==> src/design/prq_pkg.sv <==
// Shared types, widths and codes for the priority ready queue.
`default_nettype none

package prq_pkg;

  // Field widths; the counts of processes and levels follow from them.
  localparam int PROC_W      = 4;
  localparam int LEVEL_W     = 3;
  localparam int PROC_COUNT  = 1 << PROC_W;
  localparam int LEVEL_COUNT = 1 << LEVEL_W;

  // Operation codes.
  localparam logic [1:0] OP_TAIL = 2'd0;
  localparam logic [1:0] OP_HEAD = 2'd1;
  localparam logic [1:0] OP_DEQ  = 2'd2;

  // Status codes.
  localparam logic [1:0] ST_OK        = 2'd0;
  localparam logic [1:0] ST_BLOCKED   = 2'd1;
  localparam logic [1:0] ST_DUPLICATE = 2'd2;
  localparam logic [1:0] ST_EMPTY     = 2'd3;

  // One request.
  typedef struct packed {
    logic [1:0]         operation;
    logic [PROC_W-1:0]  proc_id;
    logic [LEVEL_W-1:0] prio;
    logic               blocked;
  } prq_in_t;

  // One result.
  typedef struct packed {
    logic [1:0]        status;
    logic [PROC_W-1:0] chosen_proc;
    logic              chosen_valid;
  } prq_out_t;

  // Commands from the controller to the datapath.
  typedef struct packed {
    logic capture;
    logic look;
    logic commit;
  } prq_cmd_t;

  // Status from the datapath to the controller.
  typedef struct packed {
    logic out_free;
  } prq_sts_t;

endpackage

`default_nettype wire

==> src/design/prq_ctrl.sv <==
// Controller state machine for the priority ready queue.
`default_nettype none

module prq_ctrl
  import prq_pkg::*;
(
  input  wire logic     clk,
  input  wire logic     rst_n,
  input  wire logic     in_valid,
  output logic          in_ready,
  input  wire prq_sts_t sts,
  output prq_cmd_t      cmd
);

  typedef enum logic [2:0] {
    S_IDLE = 3'b001,
    S_LOOK = 3'b010,
    S_UPD  = 3'b100
  } state_t;

  state_t state_r, state_nxt;

  // The queue takes a new request only when no request is in flight.
  assign in_ready = (state_r == S_IDLE);

  // Next state and commands.
  always_comb begin
    state_nxt   = state_r;
    cmd.capture = 1'b0;
    cmd.look    = 1'b0;
    cmd.commit  = 1'b0;
    unique case (state_r)
      S_IDLE: begin
        if (in_valid) begin
          cmd.capture = 1'b1;
          state_nxt   = S_LOOK;
        end
      end
      S_LOOK: begin
        cmd.look  = 1'b1;
        state_nxt = S_UPD;
      end
      S_UPD: begin
        if (sts.out_free) begin
          cmd.commit = 1'b1;
          state_nxt  = S_IDLE;
        end
      end
      default: state_nxt = S_IDLE;
    endcase
  end

  // State register.
  always_ff @(posedge clk) begin
    if (!rst_n) begin
      state_r <= S_IDLE;
    end else begin
      state_r <= state_nxt;
    end
  end

endmodule

`default_nettype wire

==> src/design/prq_dp.sv <==
// Datapath of the priority ready queue: linked lists, level flags and result register.
`default_nettype none

module prq_dp
  import prq_pkg::*;
(
  input  wire logic     clk,
  input  wire logic     rst_n,
  input  wire prq_in_t  in_data,
  input  wire prq_cmd_t cmd,
  output prq_sts_t      sts,
  output logic          out_valid,
  input  wire logic     out_ready,
  output prq_out_t      out_data
);

  // Captured request and lookup results.
  prq_in_t            req_r;
  logic [LEVEL_W-1:0] lvl_r;
  logic [PROC_W-1:0]  head_r;
  logic [PROC_W-1:0]  tail_r;
  logic [PROC_W-1:0]  succ_r;
  logic               hit_r;
  logic               dup_r;

  // Queue state.
  logic [PROC_W-1:0]      next_link_r  [PROC_COUNT];
  logic [PROC_W-1:0]      level_head_r [LEVEL_COUNT];
  logic [PROC_W-1:0]      level_tail_r [LEVEL_COUNT];
  logic [LEVEL_COUNT-1:0] level_nonempty_r, level_nonempty_nxt;
  logic [PROC_COUNT-1:0]  in_queue_r, in_queue_nxt;

  // Result register.
  logic     out_valid_r;
  prq_out_t out_data_r;
  prq_out_t res;

  // Lookup signals.
  logic [LEVEL_W-1:0] enc;
  logic [LEVEL_W-1:0] lvl_sel;

  // Update signals.
  logic              nl_we;
  logic [PROC_W-1:0] nl_addr;
  logic [PROC_W-1:0] nl_wdata;
  logic              lh_we;
  logic [PROC_W-1:0] lh_wdata;
  logic              lt_we;
  logic [PROC_W-1:0] lt_wdata;
  logic              is_deq;
  logic              is_enq;

  assign is_deq = (req_r.operation == OP_DEQ);
  assign is_enq = (req_r.operation == OP_TAIL) || (req_r.operation == OP_HEAD);

  // Most urgent nonempty level: lowest set bit.
  always_comb begin
    enc = '0;
    for (int i = LEVEL_COUNT - 1; i >= 0; i--) begin
      if (level_nonempty_r[i]) begin
        enc = LEVEL_W'(i);
      end
    end
  end

  assign lvl_sel = is_deq ? enc : req_r.prio;

  // Request capture and lookup of the chosen level and the link behind its head.
  always_ff @(posedge clk) begin
    if (cmd.capture) begin
      req_r <= in_data;
    end
    if (cmd.look) begin
      lvl_r  <= lvl_sel;
      head_r <= level_head_r[lvl_sel];
      tail_r <= level_tail_r[lvl_sel];
      succ_r <= next_link_r[level_head_r[lvl_sel]];
      hit_r  <= level_nonempty_r[lvl_sel];
      dup_r  <= in_queue_r[req_r.proc_id];
    end
  end

  // List update and result of the request.
  always_comb begin
    level_nonempty_nxt = level_nonempty_r;
    in_queue_nxt       = in_queue_r;
    nl_we              = 1'b0;
    nl_addr            = tail_r;
    nl_wdata           = req_r.proc_id;
    lh_we              = 1'b0;
    lh_wdata           = req_r.proc_id;
    lt_we              = 1'b0;
    lt_wdata           = req_r.proc_id;
    res.status         = ST_OK;
    res.chosen_proc    = '0;
    res.chosen_valid   = 1'b0;
    if (is_deq) begin
      if (!hit_r) begin
        res.status = ST_EMPTY;
      end else begin
        if (head_r == tail_r) begin
          level_nonempty_nxt[lvl_r] = 1'b0;
        end else begin
          lh_we    = 1'b1;
          lh_wdata = succ_r;
        end
        in_queue_nxt[head_r] = 1'b0;
        res.chosen_proc      = head_r;
        res.chosen_valid     = 1'b1;
      end
    end else if (is_enq) begin
      if (req_r.blocked) begin
        res.status = ST_BLOCKED;
      end else if (dup_r) begin
        res.status = ST_DUPLICATE;
      end else begin
        if (!hit_r) begin
          // First process of an empty level is both head and tail.
          lh_we                     = 1'b1;
          lt_we                     = 1'b1;
          level_nonempty_nxt[lvl_r] = 1'b1;
        end else if (req_r.operation == OP_TAIL) begin
          nl_we = 1'b1;
          lt_we = 1'b1;
        end else begin
          nl_we    = 1'b1;
          nl_addr  = req_r.proc_id;
          nl_wdata = head_r;
          lh_we    = 1'b1;
        end
        in_queue_nxt[req_r.proc_id] = 1'b1;
      end
    end
  end

  // Link and level pointer stores.
  always_ff @(posedge clk) begin
    if (cmd.commit) begin
      if (nl_we) begin
        next_link_r[nl_addr] <= nl_wdata;
      end
      if (lh_we) begin
        level_head_r[lvl_r] <= lh_wdata;
      end
      if (lt_we) begin
        level_tail_r[lvl_r] <= lt_wdata;
      end
    end
  end

  // Occupancy flags.
  always_ff @(posedge clk) begin
    if (!rst_n) begin
      level_nonempty_r <= '0;
      in_queue_r       <= '0;
    end else if (cmd.commit) begin
      level_nonempty_r <= level_nonempty_nxt;
      in_queue_r       <= in_queue_nxt;
    end
  end

  // Output register: holds a result until it is taken.
  always_ff @(posedge clk) begin
    if (!rst_n) begin
      out_valid_r <= 1'b0;
    end else if (cmd.commit) begin
      out_valid_r <= 1'b1;
    end else if (out_ready) begin
      out_valid_r <= 1'b0;
    end
  end

  always_ff @(posedge clk) begin
    if (cmd.commit) begin
      out_data_r <= res;
    end
  end

  assign sts.out_free = !out_valid_r || out_ready;
  assign out_valid    = out_valid_r;
  assign out_data     = out_data_r;

  // A dequeued process is no longer marked queued.
  a_deq_clears: assert property (@(posedge clk) disable iff (!rst_n)
    (cmd.commit && is_deq && hit_r) |=> !in_queue_r[$past(head_r)])
    else $error("dequeued process still marked queued");

  // An accepted enqueue marks the process queued.
  a_enq_sets: assert property (@(posedge clk) disable iff (!rst_n)
    (cmd.commit && is_enq && !req_r.blocked && !dup_r)
      |=> in_queue_r[$past(req_r.proc_id)])
    else $error("enqueued process not marked queued");

  // With every level empty no process can be queued.
  a_empty_consistent: assert property (@(posedge clk) disable iff (!rst_n)
    (level_nonempty_r == '0) |-> (in_queue_r == '0))
    else $error("queued process with all levels empty");

  // A chosen process is only reported with an ok status.
  a_chosen_ok: assert property (@(posedge clk) disable iff (!rst_n)
    out_valid_r |-> (!out_data_r.chosen_valid || out_data_r.status == ST_OK))
    else $error("chosen process reported with a failing status");

endmodule

`default_nettype wire

==> src/design/priority_ready_queue.sv <==
// Top level of the priority ready queue: controller and datapath.
//
//   Channel   Handshake             Payload
//   request   in_valid / in_ready   in_data   (prq_in_t: operation, proc_id, prio, blocked)
//   result    out_valid / out_ready out_data  (prq_out_t: status, chosen_proc, chosen_valid)
//
// Each request passes through capture, lookup of the chosen level's head, tail
// and the link behind the head, and update, which also loads the result register.
// A new request is taken once the update commits.
// A waiting result does not stop a new request from being taken; a second
// result waits in the update step until the first is taken.
// Synchronous reset clears all levels and queued marks; no clearing pass is needed.
`default_nettype none

module priority_ready_queue
  import prq_pkg::*;
(
  input  wire logic    clk,
  input  wire logic    rst_n,
  input  wire logic    in_valid,
  output logic         in_ready,
  input  wire prq_in_t in_data,
  output logic         out_valid,
  input  wire logic    out_ready,
  output prq_out_t     out_data
);

  prq_cmd_t cmd;
  prq_sts_t sts;

  // Sequencer.
  prq_ctrl u_ctrl (
    .clk      (clk),
    .rst_n    (rst_n),
    .in_valid (in_valid),
    .in_ready (in_ready),
    .sts      (sts),
    .cmd      (cmd)
  );

  // Queue storage and result register.
  prq_dp u_dp (
    .clk       (clk),
    .rst_n     (rst_n),
    .in_data   (in_data),
    .cmd       (cmd),
    .sts       (sts),
    .out_valid (out_valid),
    .out_ready (out_ready),
    .out_data  (out_data)
  );

endmodule

`default_nettype wire
==> config.mk <==
export PLATFORM = sky130hd
export DESIGN_NAME = priority_ready_queue
export DESIGN_NICKNAME = d
export VERILOG_FILES = /design/src/design/prq_pkg.sv /design/src/design/prq_ctrl.sv /design/src/design/prq_dp.sv /design/src/design/priority_ready_queue.sv
export SDC_FILE = /design/constraint.sdc
export NUM_CORES = 1
export LEC_CHECK = 0
export BUFFER_PORTS_ARGS = -buffer_cell sky130_fd_sc_hd__buf_2
export CORE_ASPECT_RATIO = 1.25
export CORE_UTILIZATION = 30
export CTS_CLUSTER_SIZE = 14
export DETAILED_ROUTE_END_ITERATION = 10
export GPL_TIMING_DRIVEN = 0
export SYNTH_ARGS = -nofsm -noshare
export SYNTH_HDL_FRONTEND = slang
export SYNTH_SLANG_ARGS = --single-unit
==> constraint.sdc <==
create_clock -name clk -period 8.4 [get_ports clk]
set_clock_uncertainty 0.05 [all_clocks]
set_input_delay 0.84 -clock clk [delete_from_list [all_inputs] [get_ports clk]]
set_output_delay 0.84 -clock clk [all_outputs]
set_load 0.005 [all_outputs]
# ---- Yosys cells after proc, flatten, opt, wreduce, memory -nomap -nowiden
# Memories as Yosys holds them, arrays and structs flattened. A register that Yosys moved wholly into a read port is not among the register bits.
# Index checks and enable logic that the tools add are counted.
dict set report op_classes {
  n_lt_le_gt_ge 7
  n_eq_ne 13
  mux 90
  bitwise_logic 6
  n_reduce_logical 13
}
# operator n
set ops {}
lappend ops {{$mux 16} 5}
lappend ops {{$mux 4} 15}
lappend ops {{$mux 8} 7}
lappend ops {{$mux 1} 41}
lappend ops {{$mux 3} 11}
lappend ops {{$and 16x16->16} 1}
lappend ops {{$not 16->16} 1}
lappend ops {{$or 16x16->16} 1}
lappend ops {{$ne 2x2->1 const B} 6}
lappend ops {{$lt 4x5->1 const B} 2}
lappend ops {{$mux 2} 5}
lappend ops {{$pmux 3 s3} 1}
lappend ops {{$and 8x8->8} 1}
lappend ops {{$demux 1 s4} 2}
lappend ops {{$ge 4x1->1 const B} 2}
lappend ops {{$lt 3x4->1 const B} 2}
lappend ops {{$not 8->8} 1}
lappend ops {{$or 8x8->8} 1}
lappend ops {{$reduce_and 7->1} 1}
lappend ops {{$reduce_and 5->1} 1}
lappend ops {{$bmux 1 s4} 1}
lappend ops {{$eq 4x4->1} 1}
lappend ops {{$reduce_and 2->1} 2}
lappend ops {{$reduce_bool 2->1} 2}
lappend ops {{13 further kinds} 16}
dict set report totals {
  reg_bits 54
  mem_bits_rw 128
  word_cells 147
  mem_count 3
}
# memory words width read_ports rd_clocked_by_memory_dff wr line_no
set mem_list {}
lappend mem_list {u_dp.next_link_r 16 4 1 1 1 prq_dp.sv:27} ;# logic [PROC_W-1:0] next_link_r [PROC_COUNT];
lappend mem_list {u_dp.level_head_r 8 4 1 0 1 prq_dp.sv:28} ;# logic [PROC_W-1:0] level_head_r [LEVEL_COUNT];
lappend mem_list {u_dp.level_tail_r 8 4 1 1 1 prq_dp.sv:29} ;# logic [PROC_W-1:0] level_tail_r [LEVEL_COUNT];

# ---- Depth between registers and ports, before layout
# Gate-level depths: netlist of the first run.
dict set report logic_depth {
  ltp_word 11
  mapped_depth 13
}

# ---- Cells and area by module
# A second synthesis of the first run with hierarchy kept.
dict set report hier_totals {
  cells_unflattened 712
  hier_area_um2 8589.5
}
# mod n_inst cells_each area_each_um2
set by_module_without_submodules {}
lappend by_module_without_submodules {prq_dp 1 697 8421.8}
lappend by_module_without_submodules {prq_ctrl 1 15 167.7}

# ---- Worst setup path after synthesis of the first run
# No wires, ideal clock.
dict set report synth_path {
  path_kind {register -> register}
  start {reg with a tool-made name}
  end {reg u_dp.succ_r[2], read port of u_dp.next_link_r, data pin}
  t_arrival_ns 2.646
  required_time_ns 8.091
  setup_slack_ns 5.445
  stages_incl_launch_ff 11
  period_less_slack_ns 2.955
  cell_sequence {dfxtp_1 > or4_1 > buf_2 > o31ai_4 > mux2i_1 > mux2i_4 > mux2i_4 > buf_6 > mux2i_1 > a22oi_1 > nand2_1}
}
# element line_no
set synth_lines {}
lappend synth_lines {{to (decl)} prq_dp.sv:22} ;# logic [PROC_W-1:0] succ_r;

# ---- Worst setup path after layout of the first run
dict set report layout_path {
  start {reg u_dp.req_r[9] in the netlist's numbering}
  end {mem u_dp.next_link_r[11][3] (enable)}
}
dict set report layout_between {
  elab_chain_cells 7
  elab_cells_between_ends 15
}
# element line_no
set layout_lines {}
lappend layout_lines {{from (decl)} prq_dp.sv:18} ;# prq_in_t req_r;
lappend layout_lines {{from (signal assigned)} prq_dp.sv:71} ;# req_r <= in_data;
lappend layout_lines {{$logic_not 2->1 or $eq 2x1->1 (tied branches)} {prq_dp.sv:54, prq_dp.sv:122}}
lappend layout_lines {{$mux 4 or $logic_or 1x1->1 (tied branches)} {prq_dp.sv:122, prq_dp.sv:54}}
lappend layout_lines {{$mux 4 or $mux 1 (tied branches)} {prq_dp.sv:117, prq_dp.sv:111}}
lappend layout_lines {{$mux 4 or $mux 1 (tied branches)} {prq_dp.sv:114, prq_dp.sv:97}}
lappend layout_lines {{$mux 4 or $mux 1 (tied branches)} {prq_dp.sv:112, prq_dp.sv:139}}
lappend layout_lines {{$mux 4 or $mux 1 (tied branches)} {prq_dp.sv:111, prq_dp.sv:138}}
lappend layout_lines {{$mux 4 or $mux 1 (tied branches)} {prq_dp.sv:97, prq_dp.sv:140}}
lappend layout_lines {{to (decl)} prq_dp.sv:27}
# Parallel ways exist; a longest one is shown, timed or not.

==> metrics.md, run 1 <==
| Metric | Value |
|---|---|
| Switching share of power | between 20% and 30% |
| Synthesized instance count | just over 600 |
| Clock Power Share | around two fifths |
| Core ar. | about 27000 um^2 |
| H-tree levels | 4 |
| Worst Max-Slew Pin Slew | about 1.2 ns |
| Final wirelength | around 18000 um |
| Clock root buffer | clkbuf_16 |
| Routability-driven placement congestion ratio | between 0.8 and 0.9 |
| Core Util, Final | 35.1% |
| Sw power | 0.445 mW |
| Pins Over Slew Limit | 0 |
| Vias | slightly below 5000 |
| CP Capture Type | register |
| Synth area leaders | edfxtp_1 59%, mux2i_1 10%, dfxtp_1 6.8% |
| Synth Warn # | 0 |
| Maximum capacitance violations | 0 |
| Die height | about 190 um |
| Pre-Repair DR Iteration Count | 6 |
| Syn avg cell area | approximately 14 um^2 |
| Largest net degree at the start of global routing | 18 |
| Required @ worst endpoint | roughly 8.4 ns |
| Routed Antenna Nets | 0 |
| Setup Viol. Count Final | 0 |
| Die ar. | 28200 um^2 |
| Top_reg_cell synth | edfxtp_1 |
| Num ports | 23 |
| Clk pin slew, worst setup/hold paths | roughly 0.070 ns |
| Setup TNS | 0 ns |
| Worst-path fanout max | 10 |
| Clock buffer depth | 2 |
| Fin area | between 9000 and 10000 um^2 |
| Number of synthesized flops with an enable pin | approximately 160 |
| Worst skew pair latency | approximately 0.43 ns |
| Post-Place Cells | 976 |
| First-pass GRT wire length | between 20000 and 30000 um |
| Rows | 67 |
| Hold-critical path endpoint | u_dp.in_queue_r[15] |
| Post-route worst setup slack | between 4 and 5 ns |
| Synth cell types | between 40 and 50 |
| R2r setup slk | between 4 and 5 ns |
| Vias/cell | roughly 5 |
| Initial Util | a little under a third |
| Fin crit share | 42.0% |
| Pwr dens | roughly 220 nW/um^2 |
| Antenna fix cells | 0 |
| Antenna violations before repair | 0 |
| Area grow syn2layout | 14.3% |
| CTS Buf Count | 17 |
| Setup Slack @ Placement | around 4.7 ns |
| Gr usage total | 13.0% |
| Slew headroom | a little over a fifth |
| Most instantiated cells after synthesis | 162 x edfxtp_1, 85 x mux2i_1, 51 x nor2_1 |
| Comb pwr share | approximately 7.5% |
| DRT iter0 DRCs | about 360 |
| Syn Nets | between 600 and 700 |
| Drc violations | 0 |
| Outcome | completed |
| Count leader, synth | edfxtp_1 |
| DR WL/cell | approximately 17 um |
| Fraction of layout cells with a size suffix above 1 | around 15% |
| Vias in the first global route | roughly 4900 |
| Share of the synthesized area in the top cell type | between 50% and 60% |
| Design Power | between 2 and 2.5 mW |
| Startpoint Class | register |
| Post-Layout Cell Count | ~1000 |
| Worst Reg2Reg Path Length in Cells | 4 |
| Area after DPL | just under 9000 um^2 |
| Grt total ovfl | 0 |
| WHS Path Cells | 2 |
| Final Hold Vio Count | 0 |
| Post-Syn Area | 8260 um^2 |
| PostCTS Resize Cnt | 0 |
| Reg power frac | approximately half |
| Clock sinks | between 150 and 200 |
| Total Nets Final | between 600 and 700 |
| FMAX | around 0.28 GHz |
| Async SR Flop Fraction | 0% |
| Hold crit path type | register to register |
| RR Startpoint | u_dp.req_r[9] |
| Crit path arrival time | between 3 and 4 ns |
| Hold_buf cts | 0 |
| Sequential fraction of the synthesis area | 65.7% |
| Worst setup path class | register to register |
| Yosys reg bits | 190 |
| FF-to-FF End | u_dp.next_link_r[11][3] |
| Hpwl dp | between 10000 and 15000 um |
| Chip width | approximately 150 um |
| Final period demand of the worst path | roughly 3.5 ns |
| Port Buf Inserts | 22 |
| Peak supply drop | between 0.1 and 0.15 mV |
| RSZ-0062 raised after global routing | false |
| CTS tree | done |
| Hold Slack | about 0.42 ns |
| Int Pwr | 1.59 mW |
| Post-CTS Setup Inserts | 0 |
| Hold Path Origin | u_dp.in_queue_r[15] |
| Post-synth top area cell | edfxtp_1 |
| Cell leakage power | roughly 3.2 nW |
## power by group through the flow
| stage | Sequential, mW | Combinational (mW) | Clock, mW |
|---|---|---|---|
| after global placement | 1.07 | 0.150 | 0 |
| final | 1.05 | 0.152 | 0.840 |
| after CTS | 1.05 | 0.154 | 0.854 |
| after floorplan | 1.06 | 0.111 | 0 |
| after detailed placement | 1.07 | 0.153 | 0 |
| after global routing | 1.05 | 0.165 | 0.885 |
## final cells by class
cell class / count / area, um^2
Fill cell: 2580 / 17500
Sequential cell: 190 / 5430
Multi-Input combinational cell: 380 / 2680
Tap cell: 345 / 432
Clock buffer: 17 / 425
Clock inverter: 14 / 191
Timing Repair Buffer: 24 / 129
Buffer: 27 / 128
Inverter: 10 / 37.5
## cells by family after synthesis
family | after synthesis | share of synthesized area [%]
and+or+nand+nor | 179 | 10.7
xor gates and xnor gates | 4 | 0.424
AOI/OAI and AO/OA | 89 | 6.77
buffers and inverters | 37 | 2.00
DFF | 190 | 65.7
muxes | 108 | 14.4
## layout by cell type, fill, tap and decap left out, drive strengths merged, types with 2 or more instances in the layout
| cell type | count |
|---|---|
| inv | 11 |
| and2 | 6 |
| a211oi | 2 |
| nand3b | 4 |
| a22oi | 8 |
| mux2 | 15 |
| nand3 | 8 |
| nand2b | 2 |
| a21oi | 22 |
| xor2 | 4 |
| nor3 | 10 |
| nand4 | 5 |
| dfxtp | 28 |
| nor4 | 11 |
| nor3b | 4 |
| mux4 | 5 |
| clkbuf | 31 |
| a21o | 2 |
| or4 | 2 |
| bufinv | 4 |
| or3 | 2 |
| nor2b | 18 |
| nor2 | 51 |
| clkinv | 8 |
| nand2 | 46 |
| o31ai | 3 |
| edfxtp | 162 |
| o21ai | 33 |
| a31oi | 4 |
| o211ai | 8 |
| and3 | 7 |
| buf | 37 |
| mux2i | 88 |
| or3b | 2 |
## sequential cells by signal, indices dropped and copies added, names as in the netlist, 4 cells and up, named ones only
name               cells
u_dp.next_link_r      64
u_dp.level_head_r     32
u_dp.level_tail_r     32
u_dp.in_queue_r       16
u_dp.out_data          7
u_dp.req_r             6
u_dp.head_r            4
u_dp.lt_wdata          4
u_dp.succ_r            4
u_dp.tail_r            4
## worst max path at each step
stage                   from                       to  slack, ns  depth (start not counted)
2_1_floorplan       register           u_dp.succ_r[2]       5.44                         10
3_3_place_gp       out_ready  u_dp.level_head_r[0][1]       4.80                          6
3_5_place_dp       out_ready  u_dp.level_head_r[0][1]       4.69                          6
4_1_cts        u_dp.req_r[9]  u_dp.next_link_r[11][2]       4.84                          4
5_1_grt        u_dp.req_r[9]  u_dp.next_link_r[11][2]       4.62                          4
6_report       u_dp.req_r[9]  u_dp.next_link_r[11][3]       4.87                          4
## worst max-delay path: stages, from the launching register on
cell and delay [ns]:
edfxtp_1 0.52, nor4_1 1.03, clkbuf_1 0.39, a31oi_1 0.27, nor4_1 0.88
## layer usage
layer,global-route usage [%],up-vias,share of wire [%]
met5,0,-,0
met4,4.93,0,1.0
met3,2.53,10,3.5
met2,22.6,110,52
met1,15.8,2417,43
li1,-,2381,-
Power figures use the tool's default switching activity.
==> inputs of run 2 (changes only) <==
==> constraint.sdc (replaced) <==
create_clock -name clk -period 3.39 [get_ports clk]
set_clock_uncertainty 0.05 [all_clocks]
set_input_delay 0.339 -clock clk [delete_from_list [all_inputs] [get_ports clk]]
set_output_delay 0.339 -clock clk [all_outputs]
set_load 0.005 [all_outputs]
==> metrics.md, run 2 (synthesis gave the netlist of run 1 again) <==
| Metric | Value |
|---|---|
| Pins Over Slew Limit | 0 (unchanged) |
| FF-to-FF End | u_dp.succ_r[0] |
| Largest net degree at the start of global routing | 18 (unchanged) |
| Post-Place Cells | 976 (unchanged) |
| CP Capture Type | register |
| Fraction of layout cells with a size suffix above 1 | 16.5% (+1.7 points) |
| Global routing usage on met1 | 15.9% (about the same) |
| Worst skew pair latency | 0.43 ns (about the same) |
| Pwr dens | 531 nW/um^2 (+150%) |
| Crit path arrival time | 3.28 ns (-0.25 ns) |
| Hold Slack | 0.0316 ns (-0.392 ns) |
| Final Hold Vio Count | 0 (unchanged) |
| Core ar. | 26900 um^2 (unchanged) |
| Grt total ovfl | 0 (unchanged) |
| RSZ-0062 raised after global routing | false |
| CP bufs+invs | 3 (+2) |
| Clk pin slew, worst setup/hold paths | 0.07 ns (about the same) |
| Hpwl dp | 12700 um (unchanged) |
| Total Nets Final | 670 (+0.90%) |
| Startpoint Class | register |
| Fin crit share | 93.2% (+51 points) |
| Most frequent cells in the layout | 162 x edfxtp_1, 84 x mux2i_1, 51 x nor2_1, 46 x nand2_1, 31 x o21ai_0 |
| Slew headroom | 33.2% (+12 points) |
| Routability-driven placement congestion ratio | 0.830 (unchanged) |
| Pre-Repair DR Iteration Count | 5 (-1) |
| Vias | 4954 (+0.73%) |
| GR met2 Demand/Resource | 22.6% (+0.053 points) |
| CP startpoint | u_dp.req_r[9] |
| Top Registers | u_dp.next_link_r (64), u_dp.level_head_r (32), u_dp.level_tail_r (32) |
| Hold Path Origin | in_data[8] |
| Peak supply drop | 0.368 mV (+150%) |
| Vias/cell | 4.89 (+0.14%) |
| Worst Reg2Reg Path Length in Cells | 12 (+8) |
| Most flops, register | u_dp.next_link_r |
| Met3 usage | 2.55% (+0.024 points) |
| Hold crit path type | input port to register |
| Maximum capacitance violations | 0 (unchanged) |
| Area grow syn2layout | 15.6% |
| Routed Antenna Nets | 0 (unchanged) |
| GR peak layer | met2 |
| Rows | 67 (unchanged) |
| Final period demand of the worst path | 3.16 ns (-0.369 ns) |
| Worst Max-Slew Pin Slew | 0.999 ns (-0.175 ns) |
| CTS tree | done |
| Critical path's top delay family | multiplexers |
| Required @ worst endpoint | 3.51 ns (-4.89 ns) |
| Hold_buf cts | 0 (unchanged) |
| Drc violations | 0 (unchanged) |
| R2r setup slk | 0.23 ns (-4.64 ns) |
| H-tree levels | 4 (unchanged) |
| CTS Buf Count | 17 (unchanged) |
| Hold-critical path endpoint | u_dp.req_r[8] |
| Worst setup path class | register to register |
| CP Cell Sequence | nand2b_1 > buf_2 > nor3_1 > a22o_1 > buf_4 > mux2i_2 > mux2_2 > buf_6 > mux2i_1 > mux2i_1 > a22oi_1 > nand2_1 |
| Num ports | 23 (unchanged) |
| DR WL/cell | 17.5 um (+0.18%) |
| First-pass GRT wire length | 27300 um (+0.41%) |
| Die ar. | 28200 um^2 (unchanged) |
| Final wirelength | 17700 um (+0.78%) |
| RR Startpoint | u_dp.req_r[9] |
| Gr usage total | 13.1% (+0.062 points) |
| CP max stage delay | 0.51 ns (-0.52 ns) |
| Setup Viol. Count Final | 0 (unchanged) |
| Initial Util | 30.7% (unchanged) |
| Clock root buffer | clkbuf_16 |
| Antenna violations before repair | 0 (unchanged) |
| CP max-delay cell | edfxtp_1 |
| Antenna fix cells | 0 (unchanged) |
| Worst-path fanout max | 10 (unchanged) |
| Post-Layout Cell Count | 1013 (+0.60%) |
| DRT iter0 DRCs | 346 (-3.1%) |
| Outcome | completed |
| Most used cell, CP | mux2i_1 |
| Clock buffer depth | 2 (unchanged) |
| Die height | 188 um (unchanged) |
| Vias in the first global route | 4894 (+0.53%) |
| FMAX | 0.317 GHz (+12%) |
| Commonest non-fill, non-tap cell in the layout | edfxtp_1 |
| Chip width | 150 um (unchanged) |
| Clock sinks | 190 (unchanged) |
| WHS Path Cells | 1 (-1) |
| Cell leakage power | 3.25 nW (+1.5%) |
| Port Buf Inserts | 22 (unchanged) |
| Max FFs per register | 64 (unchanged) |
run 2: worst max-delay path by stage:
stage / endpoint / slack [ns] / cells after the start
floorplan: u_dp.succ_r[2] / 0.43 / 10
global placement: u_dp.succ_r[0] / -0.07 / 10
detailed placement: u_dp.next_link_r[11][3] / -0.14 / 4
CTS: u_dp.tail_r[2] / 0.06 / 10
global route: u_dp.succ_r[3] / 0.01 / 12
finish: u_dp.succ_r[0] / 0.23 / 12
run 2: per-layer routing:
metal / wire length [um] / part of all wire [%] / up-vias
met4: 260 / 1.5 / 0
met3: 689 / 3.9 / 22
met1: 7450 / 42 / 2419
met2: 9340 / 53 / 123
li1: - / - / 2390
met5: 0 / 0 / -
run 2: per-stage QoR:
stage	total power [mW]	setup TNS (ns)	utilization, %	setup slack (ns)	instance area (um^2)
floorplan	2.91	0	-	0.435	8260
global placement	3.01	-0.437	32.7	-0.0667	8800
detailed placement	3.02	-1.05	32.8	-0.143	8830
CTS	5.10	0	35.2	0.0565	9480
global route	5.22	0	35.5	0.0143	9550
finish	5.07	0	35.5	0.231	9550
run 2: timing repair:
action	4_1_cts	5_1_grt
endpoints found under the setup margin	22	17
setup buffers	2	5
endpoints found under the hold margin	0	0
resized for setup	4	5
pin swaps	1	0
run 2: cell type report:
| type | instances | area (um^2) |
|---|---|---|
| plain buffers | 26 | 134 |
| clock buffers | 17 | 425 |
| clock inverters | 14 | 191 |
| fillers | 2565 | 17400 |
| inverters | 10 | 37.5 |
| multi-input cells | 380 | 2700 |
| flip-flops and latches | 190 | 5430 |
| well taps | 345 | 432 |
| repair buffers | 31 | 206 |
run 2: worst register-to-register path: cells and delay by family (launching register included):
family | cells | cell delay [ns]
flip-flops | 1 | 0.51
AO/OA/AOI/OAI | 2 | 0.40
multiplexers | 4 | 0.97
buffers and inverters | 3 | 0.60
AND/OR/NAND/NOR | 3 | 0.37
run 2: report_power, final:
| part | internal (mW) | switching, mW | leakage, nW |
|---|---|---|---|
| sequential | 2.56 | 0.0246 | 1.69 |
| clock | 1.23 | 0.851 | 0.303 |
| combinational | 0.167 | 0.234 | 1.25 |
==> inputs of run 3 (changes only) <==
--- a/config.mk
+++ b/config.mk
@@ -6,7 +6,7 @@
 export NUM_CORES = 1
 export LEC_CHECK = 0
 export BUFFER_PORTS_ARGS = -buffer_cell sky130_fd_sc_hd__buf_2
-export CORE_ASPECT_RATIO = 1.25
+export CORE_ASPECT_RATIO = 0.75
 export CORE_UTILIZATION = 30
 export CTS_CLUSTER_SIZE = 14
 export DETAILED_ROUTE_END_ITERATION = 10
==> metrics.md, run 3 (synthesis gave the netlist of run 1 again) <==
| Metric | Value |
|---|---|
| Chip width | 194 um (+29%) |
| Fillers | 2567 (+0.078%) |
| Antenna violations before repair | 0 (unchanged) |
| Sw power | 1.12 mW (+0.62%) |
| Clk pin slew, worst setup/hold paths | 0.07 ns (about the same) |
| Crit path arrival time | 3.47 ns (+0.19 ns) |
| Fin area | 9540 um^2 (about the same) |
| R2r setup slk | 0.17 ns (-0.06 ns) |
| H-tree levels | 4 (unchanged) |
| Peak supply drop | 0.257 mV (-30%) |
| Die height | 146 um (-22%) |
| Hold_buf cts | 0 (unchanged) |
| Most flops, register | u_dp.next_link_r |
| Num ports | 23 (unchanged) |
| Final Hold Vio Count | 0 (unchanged) |
| Hold Path Origin | in_data[5] |
| CP Capture Type | register |
| Cell leakage power | 3.25 nW (about the same) |
| FF-to-FF End | u_dp.succ_r[1] |
| Slew headroom | 27.0% (-6.2 points) |
| Clock buffer depth | 2 (unchanged) |
| Fin crit share | 95.0% (+1.8 points) |
| Die ar. | 28200 um^2 (about the same) |
| Worst Reg2Reg Path Length in Cells | 11 (-1) |
| Antenna fix cells | 0 (unchanged) |
| FMAX | 0.311 GHz (-1.9%) |
| Worst Max-Slew Pin Slew | 1.09 ns (+0.0920 ns) |
| Post-route worst setup slack | 0.170 ns (-0.0606 ns) |
| Pre-Repair DR Iteration Count | 5 (unchanged) |
| Clock root buffer | clkbuf_16 |
| Worst-path fanout max | 10 (unchanged) |
| Final wirelength | 18500 um (+4.1%) |
| Int Pwr | 3.91 mW (-1.4%) |
| Vias | 5108 (+3.1%) |
| Max FFs per register | 64 (unchanged) |
| WHS Path Cells | 1 (unchanged) |
| CP Cell Sequence | or4_1 > buf_2 > o31ai_4 > buf_12 > mux2i_1 > mux2i_4 > mux2i_4 > buf_6 > mux2i_1 > a22oi_1 > nand2_1 |
| CP max stage delay | 0.54 ns (+0.03 ns) |
| Clock sinks | 190 (unchanged) |
| Worst setup path class | register to register |
| Fraction of layout cells with a size suffix above 1 | 15.9% (-0.52 points) |
| Grt total ovfl | 0 (unchanged) |
| Initial Util | 30.6% (-0.10 points) |
| Design Power | 5.02 mW (-0.97%) |
| Routability-driven placement congestion ratio | 0.811 (-2.3%) |
| Pwr dens | 527 nW/um^2 (-0.90%) |
| Required @ worst endpoint | 3.64 ns (+0.13 ns) |
| Pins Over Slew Limit | 0 (unchanged) |
| Port Buf Inserts | 22 (unchanged) |
| Comb pwr share | 8.2% (+0.3 points) |
| Hold crit path type | input port to register |
| DR WL/cell | 18.1 um (+3.2%) |
| Hold-critical path endpoint | u_dp.lt_wdata[1] |
| RSZ-0062 raised after global routing | false |
| Largest net degree at the start of global routing | 17 (-1) |
| Startpoint Class | register |
| Clock Power Share | 40.2% (-0.9 points) |
| CP bufs+invs | 3 (unchanged) |
| Reg power frac | 51.6% (+0.6 points) |
| Total Nets Final | 672 (+0.30%) |
| Core ar. | 27000 um^2 (+0.34%) |
| Worst skew pair latency | 0.43 ns (about the same) |
| First-pass GRT wire length | 28400 um (+4.1%) |
| Routed Antenna Nets | 0 (unchanged) |
| Final period demand of the worst path | 3.22 ns (+0.0606 ns) |
| CTS Buf Count | 17 (unchanged) |
| Most frequent cells in the layout | 162 x edfxtp_1, 85 x mux2i_1, 51 x nor2_1, 46 x nand2_1, 31 x o21ai_0 |
| Maximum capacitance violations | 0 (unchanged) |
| Gr usage total | 13.4% (+0.26 points) |
| Area after DPL | 8850 um^2 (+0.26%) |
| Rows | 52 (-22%) |
| Setup Viol. Count Final | 0 (unchanged) |
| Top Registers | u_dp.next_link_r (64), u_dp.level_head_r (32), u_dp.level_tail_r (32) |
| Setup TNS | 0 ns (unchanged) |
| Drc violations | 0 (unchanged) |
| Hpwl dp | 13100 um (+2.9%) |
| Switching share of power | 22.2% (+0.35 points) |
| Vias/cell | 5.00 (+2.2%) |
| CTS tree | done |
| Commonest non-fill, non-tap cell in the layout | edfxtp_1 |
| Vias in the first global route | 4829 (-1.3%) |
| DRT iter0 DRCs | 537 (+55%) |
| Area grow syn2layout | 15.5% (about the same) |
| Critical path's top delay family | multiplexers |
| CP max-delay cell | or4_1 |
| Setup Slack @ Placement | -0.143 ns (+0.000557 ns) |
| Outcome | completed |
==> run 3: metal layers <==
metal  share of wire (%)  vias to the layer above  GRT usage (%)
met2                  43                      138           19.0
met1                  51                     2552           20.5
li1                    -                     2402              -
met4                0.92                        0           3.60
met5                   0                        -              0
met3                 5.3                       16           2.69
==> run 3: stage by stage <==
step	hold WS (ns)	utilization [%]	instances
floorplan	0.388	-	607
global placement	0.415	32.6	980
detailed placement	0.417	32.8	983
CTS	0.0147	35.1	1017
global route	0.00961	35.3	1022
finish	0.0293	35.3	1022
==> run 3: power by group through the flow <==
stage | sequential (mW) | clock, mW | combinational [mW]
final | 2.59 | 2.02 | 0.412
after detailed placement | 2.64 | 0 | 0.391
after global placement | 2.64 | 0 | 0.384
after global routing | 2.59 | 2.13 | 0.446
after floorplan | 2.63 | 0 | 0.276
after CTS | 2.59 | 2.05 | 0.399
==> run 3: area by class of cell <==
type	count	area, um^2	area share [%]
Sequential cell	190	5430	56.9
Multi-Input combinational cell	380	2690	28.2
Clock buffer	24	493	5.17
Tap cell	351	439	4.60
Timing Repair Buffer	33	216	2.27
Buffer	26	140	1.47
Clock inverter	8	104	1.09
Inverter	10	37.5	0.393
==> run 3: how the worst max path moves through the flow <==
stage | end | slack (ns) | startpoint | cells past startpoint
6_report | u_dp.succ_r[1] | 0.17 | register | 11
5_1_grt | u_dp.succ_r[1] | 0.0007 | register | 11
4_1_cts | u_dp.succ_r[1] | 0.03 | register | 11
3_5_place_dp | u_dp.succ_r[0] | -0.14 | u_dp.req_r[9] | 12
3_3_place_gp | u_dp.succ_r[0] | -0.09 | register | 10
2_1_floorplan | u_dp.succ_r[2] | 0.43 | register | 10
==> run 3: what timing repair did <==
item	4_1_cts	5_1_grt
gates resized for setup	3	7
setup endpoints to repair	15	10
buffers inserted	2	6
pin swaps	1	0
==> run 3: worst register-to-register path: stages (launching register included) <==
cell	delay (ns)
dfxtp_1	0.40
or4_1	0.54
buf_2	0.18
o31ai_4	0.28
buf_12	0.16
mux2i_1	0.27
mux2i_4	0.11
mux2i_4	0.29
buf_6	0.24
mux2i_1	0.36
a22oi_1	0.12
nand2_1	0.09
